===== config.mk =====
export PLATFORM = sky130hd
export DESIGN_NAME = block_trap_offspring_evaluator
export DESIGN_NICKNAME = d
export VERILOG_FILES = /design/src/rtl/bto_pkg.sv /design/src/rtl/bto_trap_score.sv /design/src/rtl/block_trap_offspring_evaluator.sv
export SDC_FILE = /design/constraint.sdc
export NUM_CORES = 1
export LEC_CHECK = 0
export BUFFER_PORTS_ARGS = -buffer_cell sky130_fd_sc_hd__buf_2
export CORE_AREA = 10 10 273 327
export CTS_BUF_LIST = sky130_fd_sc_hd__clkbuf_4 sky130_fd_sc_hd__clkbuf_8
export DETAILED_ROUTE_END_ITERATION = 16
export DIE_AREA = 0 0 283 337
export SLEW_MARGIN = 40
export SYNTH_ARGS = -nofsm -noshare
export SYNTH_HDL_FRONTEND = slang
export SYNTH_SLANG_ARGS = --single-unit

===== constraint.sdc =====
create_clock -name clk_i -period 17.34 [get_ports clk_i]
set_input_delay 4.335 -clock clk_i [delete_from_list [all_inputs] [get_ports clk_i]]
set_output_delay 4.335 -clock clk_i [all_outputs]
set_load 0.01 [all_outputs]

===== src/rtl/bto_pkg.sv =====
package bto_pkg;

  // Fixed port widths
  localparam int unsigned WORD_W       = 64;
  localparam int unsigned GENOME_MAX   = 2 * WORD_W;
  localparam int unsigned CUT_W        = 4;
  localparam int unsigned FIT_W        = 9;
  localparam int unsigned RAND_BYTE_W  = 8;
  localparam int unsigned RAND_BLOCKS  = 16;

  // Defaults for the top-level parameters
  localparam int unsigned GENOME_BITS_DEF = 128;
  localparam int unsigned BLOCK_BITS_DEF  = 8;

  // Blocks summed per adder in the first reduction stage
  localparam int unsigned GROUP_BLOCKS = 4;

  // Configuration space
  localparam int unsigned APB_DATA_W = 32;
  localparam int unsigned APB_ADDR_W = 3;
  localparam logic [APB_ADDR_W-1:0] ADDR_MUT_THRESHOLD = 3'd0;
  localparam logic [RAND_BYTE_W-1:0] MUT_THRESHOLD_RST = 8'd3;

endpackage


===== src/rtl/bto_trap_score.sv =====
module bto_trap_score #(
  parameter int unsigned BLOCK_BITS = bto_pkg::BLOCK_BITS_DEF
) (
  input  logic [BLOCK_BITS-1:0]                blk_i,
  output logic [$clog2(2*BLOCK_BITS+1)-1:0]    score_o
);

  localparam int unsigned SCORE_W = $clog2(2 * BLOCK_BITS + 1);
  localparam int unsigned ONES_W  = $clog2(BLOCK_BITS + 1);
  localparam logic [SCORE_W-1:0] FULL_SCORE = SCORE_W'(2 * BLOCK_BITS);
  localparam logic [SCORE_W-1:0] BASE_SCORE = SCORE_W'(BLOCK_BITS);

  logic [ONES_W-1:0] ones;

  always_comb begin
    ones = '0;
    for (int j = 0; j < BLOCK_BITS; j++) begin
      ones = ones + ONES_W'(blk_i[j]);
    end
  end

  // all ones is the deceptive peak; otherwise reward zeros
  assign score_o = (&blk_i) ? FULL_SCORE : (BASE_SCORE - SCORE_W'(ones));

endmodule


===== src/rtl/block_trap_offspring_evaluator.sv =====
// Block-trap offspring evaluator. Each input word carries two 128-bit parent
// genomes (low and high halves), a split block index and one random byte per
// block; the result word carries the mutated child and its deceptive trap
// fitness. Blocks below the split index come from parent A, the rest from
// parent B; a block whose random byte is below mutation_threshold (APB register
// at byte address 0, reset value 3) is inverted. Blocks 16 and up are never
// mutated, trailing bits past the last whole block are crossed over but not
// mutated or scored, and child bits above GENOME_BITS read as zero. The
// datapath is a four-stage pipeline: crossover and mutation, per-block trap
// scoring, group sums of four blocks, final sum into the output register.
// An accepted word moves through the stage 1, 2 and 3 registers into the
// output register, where out_valid_o rises; one word is accepted every cycle
// while in_stall_o is low; a stall on the output holds the pipeline only
// where it is full, so bubbles are squeezed out before in_stall_o rises. Write
// the threshold only while the pipeline is empty.
module block_trap_offspring_evaluator #(
  parameter int unsigned GENOME_BITS = bto_pkg::GENOME_BITS_DEF,
  parameter int unsigned BLOCK_BITS  = bto_pkg::BLOCK_BITS_DEF
) (
  input  logic                            clk_i,
  input  logic                            rst_ni,
  // APB configuration port
  input  logic                            psel,
  input  logic                            penable,
  input  logic                            pwrite,
  input  logic [bto_pkg::APB_ADDR_W-1:0]  paddr,
  input  logic [bto_pkg::APB_DATA_W-1:0]  pwdata,
  output logic [bto_pkg::APB_DATA_W-1:0]  prdata,
  output logic                            pready,
  // input channel
  input  logic                            in_valid_i,
  output logic                            in_stall_o,
  input  logic [bto_pkg::WORD_W-1:0]      parent_a_low_i,
  input  logic [bto_pkg::WORD_W-1:0]      parent_a_high_i,
  input  logic [bto_pkg::WORD_W-1:0]      parent_b_low_i,
  input  logic [bto_pkg::WORD_W-1:0]      parent_b_high_i,
  input  logic [bto_pkg::CUT_W-1:0]       split_block_i,
  input  logic [bto_pkg::WORD_W-1:0]      random_low_i,
  input  logic [bto_pkg::WORD_W-1:0]      random_high_i,
  // output channel
  output logic                            out_valid_o,
  input  logic                            out_stall_i,
  output logic [bto_pkg::WORD_W-1:0]      child_low_o,
  output logic [bto_pkg::WORD_W-1:0]      child_high_o,
  output logic [bto_pkg::FIT_W-1:0]       child_fitness_o
);

  import bto_pkg::*;

  localparam int unsigned BLOCK_COUNT = GENOME_BITS / BLOCK_BITS;
  localparam int unsigned SCORE_W     = $clog2(2 * BLOCK_BITS + 1);
  localparam int unsigned NUM_GROUPS  = (BLOCK_COUNT + GROUP_BLOCKS - 1) / GROUP_BLOCKS;

  // ---------------------------------------------------------------------
  // Configuration register (decoded on the word address)
  // ---------------------------------------------------------------------
  logic [RAND_BYTE_W-1:0] mut_thr_q, mut_thr_d;
  logic                   cfg_hit;
  logic                   cfg_wr;

  assign pready  = 1'b1;
  assign cfg_hit = (paddr[APB_ADDR_W-1:2] == ADDR_MUT_THRESHOLD[APB_ADDR_W-1:2]);
  assign cfg_wr  = psel && penable && pwrite && pready && cfg_hit;

  always_comb begin
    mut_thr_d = mut_thr_q;
    if (cfg_wr) begin
      mut_thr_d = pwdata[RAND_BYTE_W-1:0];
    end
  end

  always_ff @(posedge clk_i or negedge rst_ni) begin
    if (!rst_ni) begin
      mut_thr_q <= MUT_THRESHOLD_RST;
    end else begin
      mut_thr_q <= mut_thr_d;
    end
  end

  assign prdata = cfg_hit ? APB_DATA_W'(mut_thr_q) : '0;

  // ---------------------------------------------------------------------
  // Pipeline control: a stage takes new data when it is empty or its
  // occupant moves on this cycle.
  // ---------------------------------------------------------------------
  logic s1_valid_q, s2_valid_q, s3_valid_q, out_valid_q;
  logic s1_ready, s2_ready, s3_ready, out_ready;

  assign out_ready = !out_valid_q || !out_stall_i;
  assign s3_ready  = !s3_valid_q || out_ready;
  assign s2_ready  = !s2_valid_q || s3_ready;
  assign s1_ready  = !s1_valid_q || s2_ready;

  assign in_stall_o = !s1_ready;

  always_ff @(posedge clk_i or negedge rst_ni) begin
    if (!rst_ni) begin
      s1_valid_q  <= 1'b0;
      s2_valid_q  <= 1'b0;
      s3_valid_q  <= 1'b0;
      out_valid_q <= 1'b0;
    end else begin
      if (s1_ready)  s1_valid_q  <= in_valid_i;
      if (s2_ready)  s2_valid_q  <= s1_valid_q;
      if (s3_ready)  s3_valid_q  <= s2_valid_q;
      if (out_ready) out_valid_q <= s3_valid_q;
    end
  end

  // ---------------------------------------------------------------------
  // Stage 1: block crossover and block mutation
  // ---------------------------------------------------------------------
  logic [GENOME_MAX-1:0]  par_a, par_b, rnd;
  logic [GENOME_BITS-1:0] from_a, flip_mask, child_d;
  logic [GENOME_BITS-1:0] s1_child_q;

  assign par_a = {parent_a_high_i, parent_a_low_i};
  assign par_b = {parent_b_high_i, parent_b_low_i};
  assign rnd   = {random_high_i, random_low_i};

  always_comb begin
    // bit i comes from parent A when its block index is below the split;
    // trailing bits share the index of the next (partial) block
    for (int i = 0; i < GENOME_BITS; i++) begin
      from_a[i] = (int'(split_block_i) > (i / BLOCK_BITS));
    end
    // blocks past the last random byte are never inverted
    flip_mask = '0;
    for (int b = 0; b < BLOCK_COUNT && b < RAND_BLOCKS; b++) begin
      flip_mask[b*BLOCK_BITS +: BLOCK_BITS] =
        {BLOCK_BITS{rnd[b*RAND_BYTE_W +: RAND_BYTE_W] < mut_thr_q}};
    end
    child_d = ((par_a[GENOME_BITS-1:0] & from_a) | (par_b[GENOME_BITS-1:0] & ~from_a))
              ^ flip_mask;
  end

  always_ff @(posedge clk_i) begin
    if (s1_ready && in_valid_i) begin
      s1_child_q <= child_d;
    end
  end

  // ---------------------------------------------------------------------
  // Stage 2: per-block trap score
  // ---------------------------------------------------------------------
  logic [SCORE_W-1:0]     blk_score [BLOCK_COUNT];
  logic [SCORE_W-1:0]     s2_score_q [BLOCK_COUNT];
  logic [GENOME_BITS-1:0] s2_child_q;

  for (genvar gb = 0; gb < BLOCK_COUNT; gb++) begin : g_score
    bto_trap_score #(
      .BLOCK_BITS (BLOCK_BITS)
    ) u_score (
      .blk_i   (s1_child_q[gb*BLOCK_BITS +: BLOCK_BITS]),
      .score_o (blk_score[gb])
    );
  end

  always_ff @(posedge clk_i) begin
    if (s2_ready && s1_valid_q) begin
      s2_child_q <= s1_child_q;
      s2_score_q <= blk_score;
    end
  end

  // ---------------------------------------------------------------------
  // Stage 3: partial sums over groups of blocks
  // ---------------------------------------------------------------------
  logic [FIT_W-1:0]       grp_sum [NUM_GROUPS];
  logic [FIT_W-1:0]       s3_sum_q [NUM_GROUPS];
  logic [GENOME_BITS-1:0] s3_child_q;

  always_comb begin
    for (int g = 0; g < NUM_GROUPS; g++) begin
      grp_sum[g] = '0;
      for (int k = 0; k < GROUP_BLOCKS; k++) begin
        if (g * GROUP_BLOCKS + k < BLOCK_COUNT) begin
          grp_sum[g] = grp_sum[g] + FIT_W'(s2_score_q[g*GROUP_BLOCKS + k]);
        end
      end
    end
  end

  always_ff @(posedge clk_i) begin
    if (s3_ready && s2_valid_q) begin
      s3_child_q <= s2_child_q;
      s3_sum_q   <= grp_sum;
    end
  end

  // ---------------------------------------------------------------------
  // Stage 4: final sum into the output register
  // ---------------------------------------------------------------------
  logic [FIT_W-1:0]      fit_sum;
  logic [GENOME_MAX-1:0] child_pad;
  logic [GENOME_MAX-1:0] out_child_q;
  logic [FIT_W-1:0]      out_fit_q;

  always_comb begin
    fit_sum = '0;
    for (int g = 0; g < NUM_GROUPS; g++) begin
      fit_sum = fit_sum + s3_sum_q[g];
    end
    // bits above the genome read as zero
    child_pad = '0;
    child_pad[GENOME_BITS-1:0] = s3_child_q;
  end

  always_ff @(posedge clk_i) begin
    if (out_ready && s3_valid_q) begin
      out_child_q <= child_pad;
      out_fit_q   <= fit_sum;
    end
  end

  assign out_valid_o     = out_valid_q;
  assign child_low_o     = out_child_q[WORD_W-1:0];
  assign child_high_o    = out_child_q[GENOME_MAX-1:WORD_W];
  assign child_fitness_o = out_fit_q;

endmodule


-- Yosys cells after proc, flatten, opt, wreduce, memory -nomap -nowiden
Cells that the tools add are included.
- memory bits (read-only): 0
- latch bits: 0
- flip-flop bits (word level): 649
- logic and storage cells: 244
- memories: 0
- output and inout bits: 172
- bits in writable memories: 0
- bits of input ports: 430
- shift-type cells: 0
- order comparisons: 31
- reductions and logical operators: 33
- add/subtract/negate cells: 143
- multiply operators: 0
- mux-type cells: 1
- bitwise operators: 6
- eq/ne operators: 0
- divide/modulo/power cells: 0
- operator list (kind ; number):
    adder 4 x 1 -> 4 bit ; 96
    AND 128 x 120 -> 128 bit ; 1
    AND 128 bit ; 1
    < comparator 8 bit ; 16
    inverter 120 -> 128 bit ; 1
    bitwise OR 128 bit ; 1
    AND reduction 8 bit ; 16
    bitwise XOR 128 bit ; 1
    subtractor 4 x 4 -> 5 bit (first input constant) ; 16
    adder 1 x 1 -> 2 bit ; 16
    adder 7 x 5 -> 8 bit ; 4
    adder 6 x 5 -> 7 bit ; 4
    greater-than comparator 4 bit (second input constant) ; 7
    adder 9 bit ; 3
    adder 5 x 5 -> 6 bit ; 4
    greater-than comparator 4 x 3 -> 1 bit (second input constant) ; 4
    greater-than comparator 4 x 1 -> 1 bit (second input constant) ; 2
    greater-than comparator 4 x 2 -> 1 bit (second input constant) ; 2
    two-way mux 8 bit ; 1
    logical AND 1 bit ; 7
    zero test 1 bit ; 6
    logical OR 1 bit ; 4
    inverter 1 bit ; 1

-- Longest topological paths before layout
Gate-level depths: netlist (run 1).
- depth after elaboration: 8
- mapped depth: 12
- mapped depth without buffers: 12

-- Modules after synthesis
A second synthesis (run 1) with hierarchy kept.
- cell total of the unflattened synthesis: 2043
- area total of the unflattened synthesis: 31103.6 um^2
- by module, submodules not included (module ; instances ; cells an instance ; area an instance (um^2) ; seq. area each (um^2)):
    block_trap_offspring_evaluator ; 1 ; 1547 ; 27059.7 ; 19190.9
    bto_trap_score ; 16 ; 31 ; 252.7 ; 0.0

-- Worst setup path after synthesis (run 1)
OpenSTA, ideal clock, no wires.
- path type: input to register
- start point: input out_stall_i
- end point: register out_fit_q[0] (netlist: child_fitness_o[0]) (enable)
- setup slack: 2305 ps
- required time: 16497 ps
- arrival: 14192 ps
- stages on the path: 1
- cells stage by stage: a21boi_0
- longest elaborated chain between the ends: 3
- RTL lines (item ; line ; source):
    from (decl) ; block_trap_offspring_evaluator.sv:42 ; input logic out_stall_i,
    zero test 1 bit ; block_trap_offspring_evaluator.sv:89 ; assign out_ready = !out_valid_q || !out_stall_i;
    logical OR 1 bit ; block_trap_offspring_evaluator.sv:89 ;
    logical AND 1 bit ; block_trap_offspring_evaluator.sv:210 ; if (out_ready && s3_valid_q) begin
    to (signal assigned) ; block_trap_offspring_evaluator.sv:212 ; out_fit_q <= fit_sum;
    to (decl) ; block_trap_offspring_evaluator.sv:197 ; logic [FIT_W-1:0] out_fit_q;
No other way between the ends.
A chain may end at the register's enable or synchronous reset.

-- Worst setup path in the final report (run 1)
- start point: input out_stall_i
- end point: output in_stall_o
- longest elaborated chain between the ends: 6
- RTL lines (item ; line ; source):
    zero test 1 bit ; block_trap_offspring_evaluator.sv:89 ;
    logical OR 1 bit ; block_trap_offspring_evaluator.sv:89 ;
    logical OR 1 bit ; block_trap_offspring_evaluator.sv:90 ; assign s3_ready = !s3_valid_q || out_ready;
    logical OR 1 bit ; block_trap_offspring_evaluator.sv:91 ; assign s2_ready = !s2_valid_q || s3_ready;
    logical OR 1 bit ; block_trap_offspring_evaluator.sv:92 ; assign s1_ready = !s1_valid_q || s2_ready;
    zero test 1 bit ; block_trap_offspring_evaluator.sv:94 ; assign in_stall_o = !s1_ready;
    to (decl) ; block_trap_offspring_evaluator.sv:32 ; output logic in_stall_o,
No other way between the ends.

==> metrics.md, run 1 <==
| Metric | Value |
|---|---|
| Final setup viols | 0 |
| Area fraction in compound gates after synthesis | 4.44% |
| Final ANT Viol Nets | 0 |
| WHS | 0.400 ns |
| Worst EP arrival | 5.15 ns |
| Vias in the first global route | 20300 |
| Rel. slew slack | 41.5% |
| CTS tree | yes |
| Final setup margin | approximately 8 ns |
| Layout area overhead | 20.2% |
| Leakage | around 16 nW |
| # Max-Cap Violations | 0 |
| Pre-CTS setup slack | 7.84 ns |
| Max Slew Vio Count | 0 |
| FMAX | 105 MHz |
| Clock period minus worst slack | about 9.5 ns |
| Post-route DRC | 0 |
| Total CTS buffers | 103 |
| Final setup TNS | 0 ns |
| Clk root buf | clkbuf_8 |
| Non-Filler Instances | about 4000 |
| Fraction of layout cells with a size suffix above 1 | 27.8% |
| Post-synth EDFFs | 629 |
| Util after Layout | 45.3% |
| IR drop worst, VDD | roughly 0.00014 V |
| Via-to-Cell Ratio | roughly 4.6 |
| Clock Sinks | 641 |
| Seq/Total Area, Yosys | 61.5% |
| 1st-pass router iterations | 5 |
| Outcome | finished clean |
| Core area | between 80000 and 90000 um2 |
| Final Cycle Share | 54.7% |
| Pwr Density | 191 nW/um2 |
| First-pass GRT wire length | between 100 and 150 mm |
| CTS Hold Buffers Added | 0 |
| Commonest non-fill, non-tap cell in the layout | edfxtp_1 |
| Final hold viol count | 0 |
| Largest family of logic cells by synthesized area | adder cells |
| Hold Crit Class | reg2reg |
| Nets@finish | 3502 |
| Synth Register Bits | ~640 |
| RSZ-0062 raised after global routing | no |
| Final RePlAce weighted congestion | 0.841 |
| Skew final | between 0.02 and 0.025 ns |
| Starting DRT DRC Count | 760 |
| Syn_area_per_cell | 14.9 um2 |
| Syn Std Cell Area | 31200 um2 |
| Clock slew at reported path FFs | 0.07 ns |
| Postcts setup bufs | 0 |
| DIE AREA | between 90000 and 100000 um2 |
| Slew @ Worst Pin | 0.869 ns |
| Starting Density | 37.7% |
| Top_reg_cell synth | edfxtp_1 |
| Post-DP HPWL | about 60 mm |
| Startpoint Class | primary input |
| Synth Area in Adders | 15.9% |
| Post-synth ARST share | ~1.9% |
| Die Y | 337 um |
| H-tree level count | 3 |
| GRT Overall Usage | 15.7% |
| Post-Route WL | between 70 and 80 mm |
| Row Count | roughly 120 |
| Xor and xnor fraction of the mapped netlist area | 4.97% |
| Cell variety after synth | 48 |
| Clock buffer depth | 3 |
| Crit Path Class | in2out |
| YS warnings | 0 |
| Largest net degree at the start of global routing | 138 |
| Avg WL per Cell | 19.3 um |
| Buffers on Ports | 542 |
| Grt ovf | 0 |
| Mux cell area share after synthesis | around 4.1% |
| Critical Path Sink Type | primary output |
| Routed via count | approximately 18000 |
| Resize count post-CTS | 0 |
| Simple-gate portion of the synthesized area | 4.29% |
| Die W | between 200 and 300 um |
| Worst skew pair latency | 0.71 ns |
| Most frequent cells in the layout | 629 x edfxtp_1, 541 x buf_2, 321 x inv_1, 208 x ha_1, 132 x xnor2_1 |
| Cells after DPL | 3760 |
| Syn Inst Count | 2101 |
| Critical Path Fanout Max | 4 |
| Top Ports | 602 |
| Antenna violations before repair | 7 |
| Worst EP required | 13.01 ns |
[cell families after synthesis]
group           count (synthesis)
buf+inv                       362
simple gates                  266
flops                         641
compound gates                199
xor+xnor                      177
other cells                     2
fa+ha+maj                     326
mux                           128
[flip-flops by register name (all words and copies together) (netlist names), 8 cells and up]
| signal | flops |
|---|---|
| child_fitness_o | 9 |
| child_pad | 128 |
| mut_thr_q | 8 |
| out_child_q | 128 |
| s1_child_q | 128 |
| s2_child_q | 128 |
| s2_score_q | 80 |
| s3_sum_q | 28 |
[final timing paths]
path	startpoint	endpoint	slack, ns	cells after the start
min	s2_child_q[49]$_DFFE_PP_	child_pad[49]$_DFFE_PP_	0.40	0
max in group asynchronous	rst_ni	mut_thr_q[0]$_DFFE_PN1P_	13.54	1
max	out_stall_i	in_stall_o	7.85	5
max reg2reg	s1_child_q[113]$_DFFE_PP_	s2_score_q[6]$_SDFFCE_PP0P_	13.91	10
min in group asynchronous	rst_ni	mut_thr_q[6]$_DFFE_PN0P_	3.50	1
min reg2reg	s2_child_q[49]$_DFFE_PP_	child_pad[49]$_DFFE_PP_	0.40	0
[synthesized netlist by cell type (4+ instances only)]
cell | instances | share of area [%]
a2111oi_2 | 6 | 0.29
a21o_1 | 29 | 0.70
a21oi_1 | 92 | 1.5
a21oi_4 | 15 | 0.78
buf_2 | 4 | 0.064
buf_4 | 29 | 0.70
dfrtp_1 | 10 | 0.80
edfxtp_1 | 629 | 61
fa_1 | 118 | 7.6
ha_1 | 208 | 8.3
inv_1 | 327 | 3.9
mux2_2 | 8 | 0.29
mux2i_1 | 120 | 3.8
nand2_1 | 55 | 0.66
nand2b_1 | 22 | 0.44
nand3_1 | 34 | 0.55
nand4_1 | 20 | 0.40
nor2_1 | 72 | 0.87
nor2b_1 | 22 | 0.44
nor4_1 | 6 | 0.12
o21ai_0 | 22 | 0.35
o21ai_1 | 4 | 0.064
o22ai_1 | 16 | 0.32
or2_2 | 17 | 0.34
or3_1 | 6 | 0.12
xnor2_1 | 132 | 3.7
xor2_1 | 45 | 1.3
[routing by layer]
metal,routed length [um],part of all wire [%],GRT usage (%)
met5,46,0.060,0
met4,2860,3.8,6.95
met3,4290,5.6,3.94
met2,39000,51,28.0
met1,30100,39,17.6
[critical path, cell delays in order]
cell and delay (ns):
buf_2 0.12, and3_1 0.26, nand3_1 0.20, inv_1 0.10, buf_2 0.14
[metrics by stage]
| step | power, mW | cell area [um2] |
|---|---|---|
| final | 7.16 | 37500 |
| after global routing | 7.84 | 37500 |
| after CTS | 7.30 | 37500 |
| after detailed placement | 5.89 | 35300 |
| after global placement | 5.77 | 35300 |
| after floorplan | 4.96 | 31300 |
[area by class of cell]
| class | instances | area (um2) |
|---|---|---|
| Antenna cell | 2 | 5.00 |
| Fill cell | 7444 | 45400 |
| Tap cell | 1121 | 1400 |
| Inverter | 327 | 1230 |
| Multi-Input combinational cell | 1121 | 10700 |
| Timing Repair Buffer | 552 | 2890 |
| Clock inverter | 68 | 569 |
| Clock buffer | 122 | 1570 |
| Sequential cell | 641 | 19200 |
[where the power goes]
group | switching (mW) | internal, mW | total (mW)
clock | 0.603 | 0.741 | 1.34
sequential | 0.162 | 2.41 | 2.58
combinational | 1.84 | 1.40 | 3.24
total | 2.61 | 4.55 | 7.16
Power figures use the tool's default switching activity.
==> inputs of run 2 (changes only) <==
Clock period 17.34 ns to 8.05 ns, I/O delays scaled along.
==> run 2 against run 1 <==
  * Combinational power up 110%
  * Critical path depth is the same
  * Core utilization grew 0.11 points
  * Sequential power increased by 120%
  * Routed wire length grew 0.43%
  * First-iteration DRC count rose by 26%
  * Flip-flop and latch count did not move
  * Largest cell class unchanged
  * Highest routed layer unchanged
==> metrics.md, run 2 (synthesis gave the netlist of run 1 again) <==
| Metric | Value |
|---|---|
| DIE AREA | 95400 um2 |
| Postcts setup bufs | 0 |
| H-tree level count | 3 |
| Antenna violations before repair | 5 |
| Pwr Density | 412 nW/um2 |
| Avg WL per Cell | about 19 um |
| Cells after DPL | 3761 |
| Clock buffer depth | 3 |
| Worst EP required | between 6 and 7 ns |
| Hold Crit Class | reg2reg |
| Worst skew pair latency | 0.70 ns |
| Overall power | 15.5 mW |
| Multi-input logic area | 10700 um2 |
| Routed via count | approximately 18000 |
| CTS tree | yes |
| CTS Hold Buffers Added | 0 |
| GRT Overall Usage | 15.9% |
| Crit-path slowest cell | and3_1 |
| Buffers on Ports | 542 |
| Post-route DRC | 0 |
| Clock Sinks | 641 |
| Non-Filler Instances | 3949 |
| Die Y | 337 um |
| Final ANT Viol Nets | 0 |
| Final setup TNS | 0 ns |
| Total CTS buffers | 100 |
| Die W | roughly 280 um |
| Via-to-Cell Ratio | roughly 4.6 |
| Clock slew at reported path FFs | ~0.06 ns |
| Flip-flop and latch area | 19200 um2 |
| Rel. slew slack | between 40% and 50% |
| Critical Path Sink Type | primary output |
| 1st-pass router iterations | 5 |
| Largest net degree at the start of global routing | ~140 |
| Core area | 82900 um2 |
| Clk root buf | clkbuf_8 |
| CP Depth | 5 |
| Most frequent cells in the layout | 629 x edfxtp_1, 542 x buf_2, 322 x inv_1, 208 x ha_1, 132 x xnor2_1 |
| FMAX | between 200 and 250 MHz |
| Vias in the first global route | 20500 |
| Final RePlAce weighted congestion | between 0.8 and 0.9 |
| Cell Chain, Critical Path | buf_2 -> and3_1 -> nand3_1 -> inv_1 -> buf_2 |
| WP buf/inv | 3 |
| Starting Density | 37.7% |
| # fillers | 7405 |
| IR drop worst, VDD | 0.000302 V |
| Startpoint Class | primary input |
| Worst EP arrival | 2.77 ns |
| Crit Path Class | in2out |
| Delay-heaviest family, CP | simple AND/OR/NAND/NOR gates |
| Final setup viols | 0 |
| Leakage | 16.2 nW |
| # Max-Cap Violations | 0 |
| Resize count post-CTS | 0 |
| Grt ovf | 0 |
| Nets@finish | 3500 |
| Fraction of layout cells with a size suffix above 1 | between 20 and 30% |
| Post-Place Cell Area | between 30000 and 40000 um2 |
| Most frequent CP cell | buf_2 |
| Commonest non-fill, non-tap cell in the layout | edfxtp_1 |
| Skew final | 0.0260 ns |
| Post-DP HPWL | approximately 60 mm |
| Clock period minus worst slack | 4.78 ns |
| Layout area overhead | 20.5% |
| Final Cell Area | 37600 um2 |
| Slew @ Worst Pin | 0.799 ns |
| Outcome | finished clean |
| Final hold viol count | 0 |
| Row Count | 116 |
| First-pass GRT wire length | 116 mm |
| Final Cycle Share | 59.4% |
| Critical Path Fanout Max | 4 |
| Reg2reg path depth | 11 |
| Pre-CTS setup slack | 3.27 ns |
| Reg2reg setup slack | about 4.5 ns |
| Slowest stage delay, CP | 0.26 ns |
| Post-Route WL | 76.7 mm |
| RSZ-0062 raised after global routing | no |
| Max Slew Vio Count | 0 |
| Worst hold stages | 0 |
| Top Ports | 602 |
| Starting DRT DRC Count | 956 |
| Final setup margin | 3.27 ns |
==> run 2: cell types whose count changed in the layout (fill, tap and decap cells not counted), sizes merged <==
cell      before  now
bufinv         9   13
buf          552  553
clkinv        50   30
clkbuf       122  136
clkinvlp       6    2
==> run 2: metal layers <==
| metal | track usage (%) | share of wire [%] | up-vias |
|---|---|---|---|
| li1 | - | - | 8624 |
| met1 | 17.4 | 38 | 8917 |
| met2 | 28.9 | 52 | 532 |
| met3 | 4.42 | 6.2 | 136 |
| met4 | 5.91 | 2.9 | 6 |
| met5 | 0 | 0.037 | - |
==> run 2: final timing paths <==
kind / start / end
max: out_stall_i / in_stall_o
min: child_pad[26]$_DFFE_PP_ / out_child_q[26]$_DFFE_PP_
max reg2reg: s1_child_q[112]$_DFFE_PP_ / s2_score_q[7]$_SDFFCE_PP0P_
min reg2reg: child_pad[26]$_DFFE_PP_ / out_child_q[26]$_DFFE_PP_
max in group asynchronous: rst_ni / mut_thr_q[1]$_DFFE_PN1P_
min in group asynchronous: rst_ni / mut_thr_q[5]$_DFFE_PN0P_
==> run 2: area by class of cell <==
cell class              count  share of cell area (%)
inverters                 327                    3.26
clock inverters            48                    1.50
clock buffers             136                    4.41
well taps                1121                    3.73
diodes                      2                  0.0133
flip-flops and latches    641                    51.0
multi-input cells        1121                    28.4
repair buffers            553                    7.69
==> run 2: worst register-to-register path, delay by kind of cell (launching register included) <==
family	cells	cell delay [ns]
adder cells (fa/ha/maj)	6	2.47
buffers and inverters	3	0.18
flip-flops	1	0.39
AO/OA/AOI/OAI	2	0.22
==> run 2: metrics by stage <==
stage	hold WS [ns]	utilization [%]
2_1_floorplan	0.400	-
3_3_place_gp	0.400	42.6
3_5_place_dp	0.405	42.6
4_1_cts	0.399	45.3
5_1_grt	0.410	45.4
6_report	0.411	45.4
==> run 2: power breakdown <==
| group | internal (mW) | switching, mW |
|---|---|---|
| Sequential | 5.20 | 0.357 |
| Combinational | 3.01 | 3.90 |
| Clock | 1.76 | 1.26 |
| Total | 9.98 | 5.52 |
==> inputs of run 3 (changes only) <==
Clock period 8.05 ns to 4.9 ns, I/O delays scaled along.
==> run 3 against run 2 <==
  * Design area up 0.23%
  * Register-to-register slack worse by 3.1 ns
  * Hold slack worse by 0.020 ns
  * Sequential share of layout area down 0.12 points
  * Core utilization up 0.11 points
  * Global-route usage about the same
  * Routed wire length up 0.26%
  * Largest cell class unchanged
  * Count of clock-buffer cells in the layout down 16
  * First-iteration DRC count down 23%
  * Clock power up 63%
  * Cell count up 0.43%
  * Flip-flop and latch count unchanged
  * Critical path type is now reg2reg
  * Largest power group unchanged
==> metrics.md, run 3 (synthesis gave the netlist of run 1 again) <==
| Metric | Value |
|---|---|
| Reg2reg setup slack | 1.45 ns |
| FMAX | approximately 290 MHz |
| Worst setup path startpoint | s1_child_q[113]$_DFFE_PP_ |
| Routed via count | 18000 |
| Commonest non-fill, non-tap cell in the layout | edfxtp_1 |
| Clk pwr share | 19.3% |
| Core area | 82900 um2 |
| Leakage | 16.3 nW |
| WP buf/inv | 3 |
| 1st-pass router iterations | 4 |
| Outcome | finished clean |
| Most frequent CP cell | fa_1 |
| Layout area overhead | 20.8% |
| Critical Path Sink Type | register |
| Fraction of layout cells with a size suffix above 1 | 27.9% |
| Psw | 9.23 mW |
| Comb pwr share | about 45% |
| Final setup margin | 1.45 ns |
| Top Ports | 602 |
| Largest net degree at the start of global routing | between 80 and 90 |
| Worst skew pair latency | 0.72 ns |
| Final hold viol count | 0 |
| R2r endpoint | s2_score_q[9]$_SDFFCE_PP1P_ |
| Sequential Power Share | between 30% and 40% |
| Util after Layout | 45.5% |
| Starting DRT DRC Count | 740 |
| Worst EP arrival | 3.90 ns |
| Clock slew at reported path FFs | 0.06 ns |
| Worst EP required | roughly 5.4 ns |
| Total CTS buffers | 103 |
| Die Y | 337 um |
| Final ANT Viol Nets | 0 |
| Internal power | 16.3 mW |
| DIE AREA | 95400 um2 |
| Net Sw Frac | 36.2% |
| Skew final | 0.0388 ns |
| Reg2reg path depth | 11 |
| Startpoint Class | register |
| Resize count post-CTS | 0 |
| Post-DP HPWL | between 60 and 70 mm |
| CTS Hold Buffers Added | 0 |
| Crit path to | s2_score_q[9]$_SDFFCE_PP1P_ |
| Delay-heaviest family, CP | adder cells |
| Final setup viols | 0 |
| Reg2reg start | s1_child_q[113]$_DFFE_PP_ |
| Via-to-Cell Ratio | 4.54 |
| Hold Crit Class | reg2reg |
| # Max-Cap Violations | 0 |
| Pwr Density | 677 nW/um2 |
| Vias in the first global route | 20400 |
| Pre-CTS setup slack | 1.43 ns |
| Critical Path Fanout Max | 4 |
| Final Cycle Share | 70.3% |
| Slew @ Worst Pin | between 0.8 and 0.9 ns |
| Die W | 283 um |
| Buffers on Ports | 542 |
| Crit Path Class | reg2reg |
| Crit-path slowest cell | fa_1 |
| Antenna violations before repair | 2 |
| CP Depth | 11 |
| Clock buffer depth | 3 |
| Postcts setup bufs | 0 |
| H-tree level count | 3 |
| Slowest stage delay, CP | 0.54 ns |
| Cell Chain, Critical Path | ha_1 -> inv_1 -> fa_1 -> fa_1 -> inv_1 -> fa_1 -> inv_1 -> fa_1 -> xor2_1 -> a21oi_1 -> or2_2 |
| RSZ-0062 raised after global routing | no |
| CTS tree | yes |
| GRT Overall Usage | 15.9% |
| First-pass GRT wire length | 116 mm |
| Clock period minus worst slack | 3.45 ns |
| Row Count | 116 |
| Final setup TNS | 0 ns |
| Rel. slew slack | 45.4% |
| Most frequent cells in the layout | 629 x edfxtp_1, 542 x buf_2, 321 x inv_1, 208 x ha_1, 132 x xnor2_1 |
| Clock Sinks | 641 |
| Final RePlAce weighted congestion | 0.845 |
| Post-route DRC | 0 |
| Starting Density | 37.7% |
| Max Slew Vio Count | 0 |
| IR drop worst, VDD | 0.000467 V |
| Clk root buf | clkbuf_8 |
| Post-Route WL | around 77 mm |
| Nets@finish | about 3500 |
| Grt ovf | 0 |
| Avg WL per Cell | between 15 and 20 um |
run 3: worst min-delay path by stage:
stage / startpoint / end / slack (ns) / cells after the start
4_1_cts: rst_ni / mut_thr_q[7]$_DFFE_PN0P_ / 0.31 / 1
2_1_floorplan: s2_child_q[0]$_DFFE_PP_ / child_pad[0]$_DFFE_PP_ / 0.40 / 0
3_5_place_dp: s2_child_q[103]$_DFFE_PP_ / child_pad[103]$_DFFE_PP_ / 0.40 / 0
3_3_place_gp: child_pad[107]$_DFFE_PP_ / out_child_q[107]$_DFFE_PP_ / 0.40 / 0
6_report: s2_child_q[76]$_DFFE_PP_ / child_pad[76]$_DFFE_PP_ / 0.39 / 0
5_1_grt: rst_ni / s1_valid_q$_DFFE_PN0N_ / 0.34 / 1
run 3: worst register-to-register path, stage by stage, from the launching register on:
cell	delay (ns)
edfxtp_1	0.39
ha_1	0.29
inv_1	0.05
fa_1	0.50
fa_1	0.54
inv_1	0.06
fa_1	0.43
inv_1	0.09
fa_1	0.18
xor2_1	0.28
a21oi_1	0.12
or2_2	0.27
run 3: through the flow:
step / hold WS [ns] / power [mW] / std cells / cell area, um2
floorplan: 0.400 / 17.5 / 2124 / 31300
global placement: 0.400 / 20.5 / 3769 / 35400
detailed placement: 0.405 / 20.9 / 3770 / 35400
CTS: 0.314 / 26.1 / 3963 / 37700
global route: 0.344 / 28.0 / 3966 / 37700
finish: 0.391 / 25.5 / 3966 / 37700
run 3: per-layer routing:
metal	GRT usage, %	vias up	part of all wire, %
li1	-	8652	-
met1	17.4	8684	38
met2	28.7	554	52
met3	4.29	128	6.5
met4	6.38	0	3.2
met5	0	-	0
run 3: power by group through the flow:
stage | sequential (mW) | clock (mW) | combinational, mW
3_3_place_gp | 9.23 | 0 | 11.3
5_1_grt | 9.27 | 5.36 | 13.3
6_report | 9.13 | 4.92 | 11.5
2_1_floorplan | 9.11 | 0 | 8.34
3_5_place_dp | 9.27 | 0 | 11.6
4_1_cts | 9.17 | 5.12 | 11.8
run 3: cell type report:
class	count	area, um2
well taps	1121	1400
inverters	327	1230
fillers	7476	45200
diodes	3	7.51
multi-input cells	1121	10700
repair buffers	560	2980
clock buffers	120	1550
flip-flops and latches	641	19200
clock inverters	73	684
